<file path="config.mk">
export PLATFORM = sky130hd
export DESIGN_NAME = bgi_mul
export DESIGN_NICKNAME = d
export VERILOG_FILES = /design/src/rtl/bgi_pkg.sv /design/src/rtl/bgi_mul.sv
export SDC_FILE = /design/constraint.sdc
export NUM_CORES = 2
export LEC_CHECK = 0
export BUFFER_PORTS_ARGS = -buffer_cell sky130_fd_sc_hd__buf_2
export CORE_ASPECT_RATIO = 2
export CORE_MARGIN = 2
export CORE_UTILIZATION = 57
export CTS_CLUSTER_SIZE = 20
export DETAILED_ROUTE_END_ITERATION = 6
export HOLD_SLACK_MARGIN = 0.06
export PLACE_DENSITY_LB_ADDON = 0.3
export SYNTH_ARGS = -nofsm -noshare
export SYNTH_HDL_FRONTEND = slang
export SYNTH_SLANG_ARGS = --single-unit
export TNS_END_PERCENT = 1
</file>
<file path="constraint.sdc">
create_clock -name clk -period 9.2 [get_ports clk]
set_input_delay 0.92 -clock clk [delete_from_list [all_inputs] [get_ports clk]]
set_output_delay 0.92 -clock clk [all_outputs]
set_load 0.02 [all_outputs]
</file>
<file path="src/rtl/bgi_pkg.sv">
// Shared widths, types and status codes for the bilinear grid interpolator.
// No dependencies; imported by every module of the block.
package bgi_pkg;

  localparam int NBR_CNT   = 4;
  localparam int NBR_IDX_W = $clog2(NBR_CNT);
  localparam int CNT_W     = $clog2(NBR_CNT + 1);

  localparam int LAT_W  = 28;
  localparam int LON_W  = 29;
  localparam int COL_W  = 16;
  localparam int VAL_W  = 32;
  localparam int WGT_W  = 19;
  localparam int STAT_W = 2;

  localparam int FRAC_W = 16;
  localparam int NUM_W  = 47;
  localparam int DEN_W  = 30;
  localparam int QUO_W  = 32;
  localparam int MUL_W  = 34;
  localparam int PROD_W = 2 * MUL_W;
  localparam int ACC_W  = 53;

  localparam logic [STAT_W-1:0] STAT_OK      = 2'd0;
  localparam logic [STAT_W-1:0] STAT_MISS    = 2'd1;
  localparam logic [STAT_W-1:0] STAT_SPACING = 2'd2;

  typedef struct packed {
    logic                    start;
    logic signed [NUM_W-1:0] num;
    logic signed [DEN_W-1:0] den;
  } div_req_t;

  typedef struct packed {
    logic                    done;
    logic signed [QUO_W-1:0] quo;
  } div_rsp_t;

endpackage

</file>
<file path="src/rtl/bgi_mul.sv">
// Shared registered 34x34 signed multiplier, loaded when en is high.
// Depends on bgi_pkg.
module bgi_mul
  import bgi_pkg::*;
(
  input  logic                     clk,
  input  logic                     en,
  input  logic signed [MUL_W-1:0]  a,
  input  logic signed [MUL_W-1:0]  b,
  output logic signed [PROD_W-1:0] prod
);

  logic signed [PROD_W-1:0] prod_r;

  always_ff @(posedge clk) begin
    if (en) begin
      prod_r <= a * b;
    end
  end

  assign prod = prod_r;

endmodule

</file>
==> results.sh <==
export IMPL_stdcell_count=5685
export IMPL_port_buffers=137
export IMPL_clk_pin_slew_ns=0.07
export IMPL_max_slew_margin_rel_pct=44.66
export IMPL_core_area_um2=76040
export IMPL_die_area_um2=79050
export IMPL_slew_viol_final=0
export IMPL_ys_seq_area_share_pct=4.672
export IMPL_gp_congestion=0.9640
export IMPL_worst_path_most_repeated_cell="fa_1"
export IMPL_wire_per_inst_um=24.44
export IMPL_antenna_found_initial=14
export IMPL_drt_vias_per_instance=5.668
export IMPL_wl_um=139000
export IMPL_synth_area_top_cells="fa_1 57%, inv_1 11%, and2_1 8.9%, ha_1 5.8%, edfxtp_1 4.7%"
export IMPL_synth_cell_types=69
export IMPL_status="completed"
export IMPL_syn2layout_area_growth_pct=6.524
export IMPL_clockBufferDepth=2
export IMPL_syn_num_nets=6069
export IMPL_initial_core_util_pct=57.48
export IMPL_post_route_drc_count=0
export IMPL_tightest_slew_ns=0.8301
export IMPL_grt_pass1_vias=37550
export IMPL_dieWidth_um=199.8
export IMPL_cts_tree="done"
export IMPL_hold_path_class="input port to flop"
export IMPL_critical_path_class="input port to flop"
export IMPL_rsz0062_at_grt="no"
export IMPL_largest_reg_flops=68
export IMPL_worstHoldEndpoint="prod[65]"
export IMPL_cts_htree_levels=3
export IMPL_finalCritPeriodShare_pct=97.39
export IMPL_grt_max_degree=53
export IMPL_slowest_stage="fa_1"
export IMPL_num_rows=143
export IMPL_dp_cells=5660
export IMPL_critPathTopFamily="adder cells"
export IMPL_min_period_ns=8.960
export IMPL_drtAntennaViolNets=0
export IMPL_synth_edf_count=68
export IMPL_synthArstFlopShare_pct=0
export IMPL_cp_start_kind="input port"
export IMPL_hpwl_um=115000
export IMPL_drt_first_pass_iters=6
export IMPL_post_cts_buffers=0
export IMPL_cp_buffers_inverters=6
export IMPL_avgSynthCellArea_um2=9.598
export IMPL_syn_cell_area_um2=43710
export IMPL_finalSetupViolCount=0
export IMPL_fin_tns_setup_ns=0
export IMPL_grt_usage_pct=38.07
export IMPL_holdCritStartpoint="en"
export IMPL_synth_seq_cells=68
export IMPL_yosysWarningCount=0
export IMPL_finalHoldViolCount=0
export IMPL_drt_iter0_markers=1859
export IMPL_cp_max_fo=25
export IMPL_synth_top_area_share_pct=56.84
export IMPL_synth_top_area_cell="fa_1"
export IMPL_fmax_ghz=0.1116
export IMPL_nets=6171
export IMPL_grt_ovfl_total=0
export IMPL_ios=138
export IMPL_min_path_cells=1
export IMPL_pre_cts_slack_ns=-0.08905
export IMPL_cp_arrival_ns=9.15
export IMPL_grt_pass1_wl_um=213600
export IMPL_syn_inst=4554
export IMPL_numClockSinks=68
export IMPL_crit_required_ns=9.39
export IMPL_drive_above_1_share_pct=7.874
export IMPL_worst_setup_path_end_kind="flop"
export IMPL_numCtsBuffers=9
export IMPL_clockRootBuffer="clkbuf_16"
export IMPL_max_stage_delay_ns=0.74
export IMPL_vias=32220
export IMPL_fin_ws_ns=0.2403
export IMPL_whs_ns=0.9323
export IMPL_drv_cap=0
export IMPL_dieHeight_um=395.6
export IMPL_synth_ff_type="edfxtp_1"
## worst max path at each step
stage / start / endpoint / slack (ns) / cells past startpoint
detailed placement: a[31] / prod[66] / -0.09 / 27
global placement: a[31] / prod[66] / -0.05 / 27
floorplan: a[33] / prod[65] / 0.65 / 24
CTS: a[31] / prod[66] / 0.35 / 27
finish: b[15] / prod[66] / 0.24 / 26
global route: b[12] / prod[66] / 0.008 / 27
## cells in the mapped netlist, types with 4 or more instances
cell / number
and2_1: 621
o21a_1: 4
o21ai_0: 31
buf_4: 4
fa_1: 1241
nand4_1: 11
inv_1: 1231
nand2b_1: 20
xnor2_1: 56
clkbuf_1: 214
or2_2: 4
nor2_1: 54
a31oi_1: 7
nor3_1: 5
a21oi_1: 61
ha_1: 204
a211oi_1: 6
o21bai_1: 12
nand3_1: 11
nor2b_1: 9
xor2_1: 23
nand2_1: 542
edfxtp_1: 68
o21ai_1: 7
a21o_1: 37
and3_1: 5
## area by class of cell
type | count | area, µm²
Clock buffer | 9 | 225.2
Inverter | 1232 | 4624
Timing Repair Buffer | 319 | 2150
Tap cell | 1015 | 1270
Antenna cell | 9 | 22.52
Clock inverter | 7 | 85.08
Multi-Input combinational cell | 3026 | 36140
Sequential cell | 68 | 2042
Fill cell | 6517 | 29480
## stage by stage
stage | area (µm²) | util, %
floorplan | 43710 | -
global placement | 46220 | 60.78
detailed placement | 46220 | 60.78
CTS | 46530 | 61.19
global route | 46550 | 61.21
finish | 46560 | 61.23
## layout by cell type (no fill, tap or decap), types with 4 or more instances in the layout
| cell type | netlist | routed |
|---|---|---|
| fa_1 | 1241 | 1241 |
| inv_1 | 1231 | 1231 |
| and2_1 | 621 | 621 |
| nand2_1 | 542 | 542 |
| ha_1 | 204 | 204 |
| buf_4 | 4 | 176 |
| buf_2 | 2 | 133 |
| edfxtp_1 | 68 | 68 |
| a21oi_1 | 61 | 61 |
| xnor2_1 | 56 | 56 |
| nor2_1 | 54 | 54 |
| a21o_1 | 37 | 37 |
| o21ai_0 | 31 | 31 |
| xor2_1 | 23 | 23 |
| nand2b_1 | 20 | 20 |
| o21bai_1 | 12 | 12 |
| nand4_1 | 11 | 11 |
| nand3_1 | 11 | 11 |
| diode_2 | 0 | 9 |
| nor2b_1 | 9 | 9 |
| clkbuf_16 | 0 | 9 |
| o21ai_1 | 7 | 7 |
| a31oi_1 | 7 | 7 |
| buf_12 | 0 | 7 |
| a211oi_1 | 6 | 6 |
| and3_1 | 5 | 5 |
| nor3_1 | 5 | 5 |
| or2_2 | 4 | 4 |
| o21a_1 | 4 | 4 |
| clkinv_4 | 0 | 4 |
## logic make-up (layout without fill, tap and decap cells)
logic type	count (synthesis)	count (layout)	share of synthesized area (%)
buffers and inverters	1460	1567	12.64
adder cells (fa/ha/maj)	1445	1445	62.68
AND/OR/NAND/NOR	1296	1296	15.13
AO/OA/AOI/OAI	206	206	3.295
XOR/XNOR	79	79	1.583
flip-flops	68	68	4.672
other	0	9	0
## what timing repair did
action | 4_1_cts | 5_1_grt
hold buffers | 0 | 0
setup endpoints to repair | 0 | 1
endpoints found under the hold margin | 0 | 0
resized for setup | 0 | 3
## metal layers
layer / wire, µm / part of all wire (%) / global-route usage (%)
met1: 36300 / 26 / 33.70
met2: 71940 / 52 / 64.79
met3: 10100 / 7.3 / 9.238
met4: 20590 / 15 / 43.57
met5: 42 / 0.030 / 0
Power is left out: the tool's default activity adds up to more than one toggle a clock period on the data nets, which glitch-free logic cannot reach.
