[src/rtl/bgi_pkg.sv]
// Shared widths, types and status codes for the bilinear grid interpolator.
// No dependencies; imported by every module of the block.
package bgi_pkg;

  localparam int NBR_CNT   = 4;
  localparam int NBR_IDX_W = $clog2(NBR_CNT);
  localparam int CNT_W     = $clog2(NBR_CNT + 1);

  localparam int LAT_W  = 28;
  localparam int LON_W  = 29;
  localparam int COL_W  = 16;
  localparam int VAL_W  = 32;
  localparam int WGT_W  = 19;
  localparam int STAT_W = 2;

  localparam int FRAC_W = 16;
  localparam int NUM_W  = 47;
  localparam int DEN_W  = 30;
  localparam int QUO_W  = 32;
  localparam int MUL_W  = 34;
  localparam int PROD_W = 2 * MUL_W;
  localparam int ACC_W  = 53;

  localparam logic [STAT_W-1:0] STAT_OK      = 2'd0;
  localparam logic [STAT_W-1:0] STAT_MISS    = 2'd1;
  localparam logic [STAT_W-1:0] STAT_SPACING = 2'd2;

  typedef struct packed {
    logic                    start;
    logic signed [NUM_W-1:0] num;
    logic signed [DEN_W-1:0] den;
  } div_req_t;

  typedef struct packed {
    logic                    done;
    logic signed [QUO_W-1:0] quo;
  } div_rsp_t;

endpackage

[src/rtl/bgi_div.sv]
// Bit-serial restoring divider: round(num * 2^16 / den), ties away from zero,
// saturated to 32 bits signed. Depends on bgi_pkg.
module bgi_div
  import bgi_pkg::*;
(
  input  logic     clk,
  input  logic     rst_n,
  input  div_req_t req,
  output div_rsp_t rsp
);

  localparam int DVD_W = NUM_W + FRAC_W;
  localparam int ITER_W = $clog2(DVD_W);
  localparam logic [DVD_W-1:0] POS_LIM = DVD_W'(64'h7FFF_FFFF);
  localparam logic [DVD_W-1:0] NEG_LIM = DVD_W'(64'h8000_0000);

  typedef enum logic [1:0] {D_IDLE, D_PREP, D_RUN, D_SAT} dstate_t;

  dstate_t                  state_r;
  logic                     neg_r;
  logic [NUM_W-1:0]         nabs_r;
  logic [DEN_W-1:0]         dabs_r;
  logic [DVD_W-1:0]         dvd_r;
  logic [DEN_W-1:0]         rem_r;
  logic [ITER_W-1:0]        iter_r;
  logic                     done_r;
  logic signed [QUO_W-1:0]  quo_r;

  logic [DEN_W:0]   rem_sh;
  logic [DEN_W+1:0] diff;
  logic             ge;

  assign rem_sh = {rem_r, dvd_r[DVD_W-1]};
  assign diff   = {1'b0, rem_sh} - {2'b0, dabs_r};
  assign ge     = ~diff[DEN_W+1];

  always_ff @(posedge clk) begin
    if (!rst_n) begin
      state_r <= D_IDLE;
      done_r  <= 1'b0;
    end else begin
      done_r <= 1'b0;
      unique case (state_r)
        D_IDLE: begin
          if (req.start) begin
            neg_r   <= req.num[NUM_W-1] ^ req.den[DEN_W-1];
            nabs_r  <= req.num[NUM_W-1] ? NUM_W'(-req.num) : NUM_W'(req.num);
            dabs_r  <= req.den[DEN_W-1] ? DEN_W'(-req.den) : DEN_W'(req.den);
            state_r <= D_PREP;
          end
        end
        D_PREP: begin
          dvd_r   <= {nabs_r, {FRAC_W{1'b0}}} + DVD_W'(dabs_r >> 1);
          rem_r   <= '0;
          iter_r  <= '0;
          state_r <= D_RUN;
        end
        D_RUN: begin
          rem_r  <= ge ? diff[DEN_W-1:0] : rem_sh[DEN_W-1:0];
          dvd_r  <= {dvd_r[DVD_W-2:0], ge};
          iter_r <= iter_r + 1'b1;
          if (iter_r == ITER_W'(DVD_W - 1)) begin
            state_r <= D_SAT;
          end
        end
        D_SAT: begin
          if (neg_r) begin
            quo_r <= (dvd_r > NEG_LIM) ? $signed(32'h8000_0000)
                                       : $signed(-dvd_r[QUO_W-1:0]);
          end else begin
            quo_r <= (dvd_r > POS_LIM) ? $signed(32'h7FFF_FFFF)
                                       : $signed(dvd_r[QUO_W-1:0]);
          end
          done_r  <= 1'b1;
          state_r <= D_IDLE;
        end
        default: state_r <= D_IDLE;
      endcase
    end
  end

  assign rsp.done = done_r;
  assign rsp.quo  = quo_r;

endmodule

[config.mk]
export PLATFORM = sky130hd
export DESIGN_NAME = bgi_div
export DESIGN_NICKNAME = d
export VERILOG_FILES = /design/src/rtl/bgi_pkg.sv /design/src/rtl/bgi_div.sv
export SDC_FILE = /design/constraint.sdc
export NUM_CORES = 1
export LEC_CHECK = 0
export BUFFER_PORTS_ARGS = -buffer_cell sky130_fd_sc_hd__buf_4
export CORE_AREA = 2 2 166 168
export DETAILED_ROUTE_END_ITERATION = 8
export DIE_AREA = 0 0 168 170
export PLACE_DENSITY_LB_ADDON = 0.15
export SLEW_MARGIN = 20
export SYNTH_ARGS = -nofsm -noshare
export SYNTH_HDL_FRONTEND = slang
export SYNTH_SLANG_ARGS = --single-unit
[constraint.sdc]
create_clock -name clk -period 10.4 [get_ports clk]
set_clock_uncertainty 0.1 [all_clocks]
set_input_delay 2.08 -clock clk [delete_from_list [all_inputs] [get_ports clk]]
set_output_delay 2.08 -clock clk [all_outputs]
set_load 0.01 [all_outputs]
==> flow_metrics.py <==
metrics = {
    "outcome": {
        "status": "finished clean",
    },
    "worst_setup_path": {
        "criticalPathCategory": "in2reg",
        "required_ns": 10.58,
        "r2r_cells": 9,
        "worst_setup_path_start_kind": "primary input",
        "path_common_cell": "or3_1",
        "cp-endpoint": "nabs_r[38]",
        "crit_cells": 8,
        "r2r_slack_ns": 6.28,
        "critPathMaxStageDelay_ns": 0.55,
        "crit_path_start": "req[42]",
        "crit_buf_inv": 1,
        "path_cells": "buf_4 -> or4_4 -> nor4_1 -> nand4_1 -> or3_1 -> or3_1 -> o41ai_2 -> xnor2_1",
        "critPathSlowestCell": "or4_4",
        "end_kind": "register",
        "worstPathMaxFanout": 8,
        "crit_arrival_ns": 4.83,
        "worstReg2RegStart": "rem_r[9]",
        "path_delay_family": "simple AND/OR/NAND/NOR gates",
        "r2r_end": "rem_r[28]",
    },
    "timing": {
        "rsz0062_at_grt": "no",
        "finalCritPeriodShare_pct": 44.8,
        "setup-violations-final": 0,
        "worst_pin_slew_ns": 1.03,
        "setup_ws_ns": 5.74,
        "setup_tns_ns": 0,
        "hold_viol": 0,
        "fmax_ghz": 0.215,
        "layout_min_cycle_time_ns": 4.66,
        "slew_headroom_pct": 30.8,
        "final_max_slew_viol_count": 0,
        "timing.hold.ws_ns": 0.458,
    },
    "clocking": {
        "cts_resized": 0,
        "clock_sinks": 212,
        "numCtsBuffers": 24,
        "htree_levels": 1,
        "clockBufferDepth": 3,
        "cts_setup_buffers": 0,
        "hold_buffers": 0,
        "cts_root_buf": "clkbuf_16",
        "cts_tree": "done",
        "clkLatencyLatePin_ns": 0.53,
        "clkTransAtPathRegs_ns": 0.06,
    },
    "floorplan": {
        "rows": 60,
        "initial_core_util_pct": 49.8,
        "design.core.area_sq_um": 26700,
        "pin_count": 113,
        "die_w_um": 168,
        "die_y_um": 170,
        "dieArea_sq_um": 28600,
    },
    "synth": {
        "ys_types": 64,
        "synth_cells": 1320,
        "mappedNetlistNets": 1454,
        "yosysWarnings": 0,
        "synth_ff_type": "edfxtp_1",
        "synth_async_sr_flop_share_pct": 0,
        "synth_edf_count": 209,
        "seq_area_frac_synth_pct": 47.7,
        "syn_area_per_cell_sq_um": 10.1,
        "syn-cell-area_sq_um": 13300,
        "synth-seq-cells": 212,
    },
    "grt": {
        "grt-busiest-layer": "met1",
        "use_met3_pct": 2.65,
        "antenna_found_initial": 0,
        "use_met2_pct": 33.7,
        "grtUsageTotal_pct": 22.1,
        "grt-ovfl-total": 0,
        "grt_pass1_vias": 9603,
        "grt_max_degree": 118,
        "grt_use_met1_pct": 33.8,
        "grt_first_pass_wirelength_um": 51100,
    },
    "layout": {
        "fin_cells": 1768,
        "diodes": 0,
        "fin_nets": 1543,
        "final_cell_mix": "edfxtp_1, nand2_1, o21ai_0, buf_4, xnor2_1",
        "drive_above_1_share_pct": 13.5,
        "final_common_cell": "edfxtp_1",
        "syn_to_final_growth_pct": 15.0,
    },
    "placement": {
        "port_buffers": 112,
        "place_congestion": 0.880,
        "placedCellCount": 1724,
        "dpl_worst_slack_ns": 5.22,
        "dp_hpwl_um": 23300,
    },
    "route": {
        "drt_iter0_drc": 858,
        "wire_per_inst_um": 17.9,
        "wl_um": 31700,
        "final_antenna_net_count": 0,
        "firstDrtPassIters": 5,
        "vias": 10400,
        "viasPerCell": 5.85,
        "drc": 0,
    },
    "job": {
        "drv_cap": 0,
    },
    "power_and_ir_drop": {
        "ir_drop_v": 0.000105,
        "finalPower_mw": 3.41,
        "p_leak_nw": 5.41,
        "p_per_area_nw_per_um2": 223,
    },
    "worst_hold_path": {
        "hp-class": "reg2reg",
    },
}
[flip-flops by register name, indices dropped and copies added, names as in the netlist]
signal,count
iter_r,6
quo_r,32
done_r,1
dvd_r,63
neg_r,1
dabs_r,30
state_r,2
nabs_r,47
rem_r,30
[synth_stat cells, types with 3 or more instances]
master	instances	area share [%]
a21oi_1	62	2.3
nor4_1	20	0.94
o31ai_1	21	1.2
a2111oi_0	8	0.53
a21o_1	18	1.0
edfxtp_1	209	47
nand4_1	26	1.2
nand3_1	29	1.1
xnor2_1	104	6.9
a211o_1	28	1.8
o211ai_1	6	0.34
or2_2	10	0.47
o21ai_0	123	4.6
a31o_2	5	0.33
o41ai_2	4	0.49
o21a_1	7	0.40
or3_1	19	0.90
ha_1	52	4.9
a211oi_1	14	0.79
inv_1	56	1.6
and4_1	4	0.26
nor2b_1	7	0.33
nor3_1	39	1.5
o21bai_1	5	0.28
nor2_1	47	1.3
a21boi_0	7	0.40
nor4b_1	3	0.20
nand2_1	164	4.6
o31a_1	3	0.20
a41oi_1	3	0.20
nand2b_1	20	0.94
clkbuf_1	53	1.5
xor2_1	37	2.4
a31oi_1	7	0.33
and2_1	6	0.28
dfxtp_1	3	0.45
or4_1	13	0.74
and3_1	13	0.61
nor3b_1	17	0.96
o41ai_1	14	0.92
[layout make-up]
class | instances | area [sq um]
fill | 2318 | 11400
inverter | 57 | 214
timing repair buffer | 122 | 916
sequential | 212 | 6340
clock inverter | 19 | 255
clock buffer | 25 | 604
multi-input combinational | 992 | 6520
tap | 341 | 427
[metal layers]
layer,part of all wire [%],wire length [um]
met1,49,15600
met2,44,13800
met3,5.4,1720
met4,1.6,498
met5,0,0
[worst min-delay path by stage]
| stage | end | start | cells after the start | slack, ns |
|---|---|---|---|---|
| 2_1_floorplan | state_r[0] | state_r[0] | 2 | 0.38 |
| 4_1_cts | state_r[0] | state_r[0] | 2 | 0.45 |
| 3_5_place_dp | state_r[0] | state_r[0] | 2 | 0.43 |
| 5_1_grt | state_r[0] | state_r[0] | 2 | 0.47 |
| 3_3_place_gp | state_r[0] | state_r[0] | 2 | 0.42 |
| 6_report | state_r[0] | state_r[0] | 2 | 0.46 |
[report_power, final]
group | total, mW | switching, mW | internal, mW
clock | 0.911 | 0.358 | 0.553
sequential | 1.40 | 0.170 | 1.23
combinational | 1.10 | 0.682 | 0.416
total | 3.41 | 1.21 | 2.20
[through the flow]
stage,utilization (%),cell area (sq um)
detailed placement,54.1,14400
finish,57.3,15300
global route,57.3,15300
global placement,54.1,14400
CTS,57.3,15300
floorplan,-,13300
[tightest hold or removal path, cell delays in order, from the launching register on]
cell and delay [ns]:
dfxtp_1 0.37, a21oi_1 0.06, nor2_1 0.09
[logic make-up (layout without fill, tap and decap cells)]
logic type      count (synthesis)  count (layout)  synth area share [%]
mux                             2               2                 0.170
fa+ha+maj                      54              54                  5.20
buf+inv                       116             223                  3.38
xor+xnor                      141             141                  9.30
compound gates                346             346                  17.0
simple gates                  449             449                  17.2
flops                         212             212                  47.7
No activity file was read; power rests on OpenSTA's default activity.
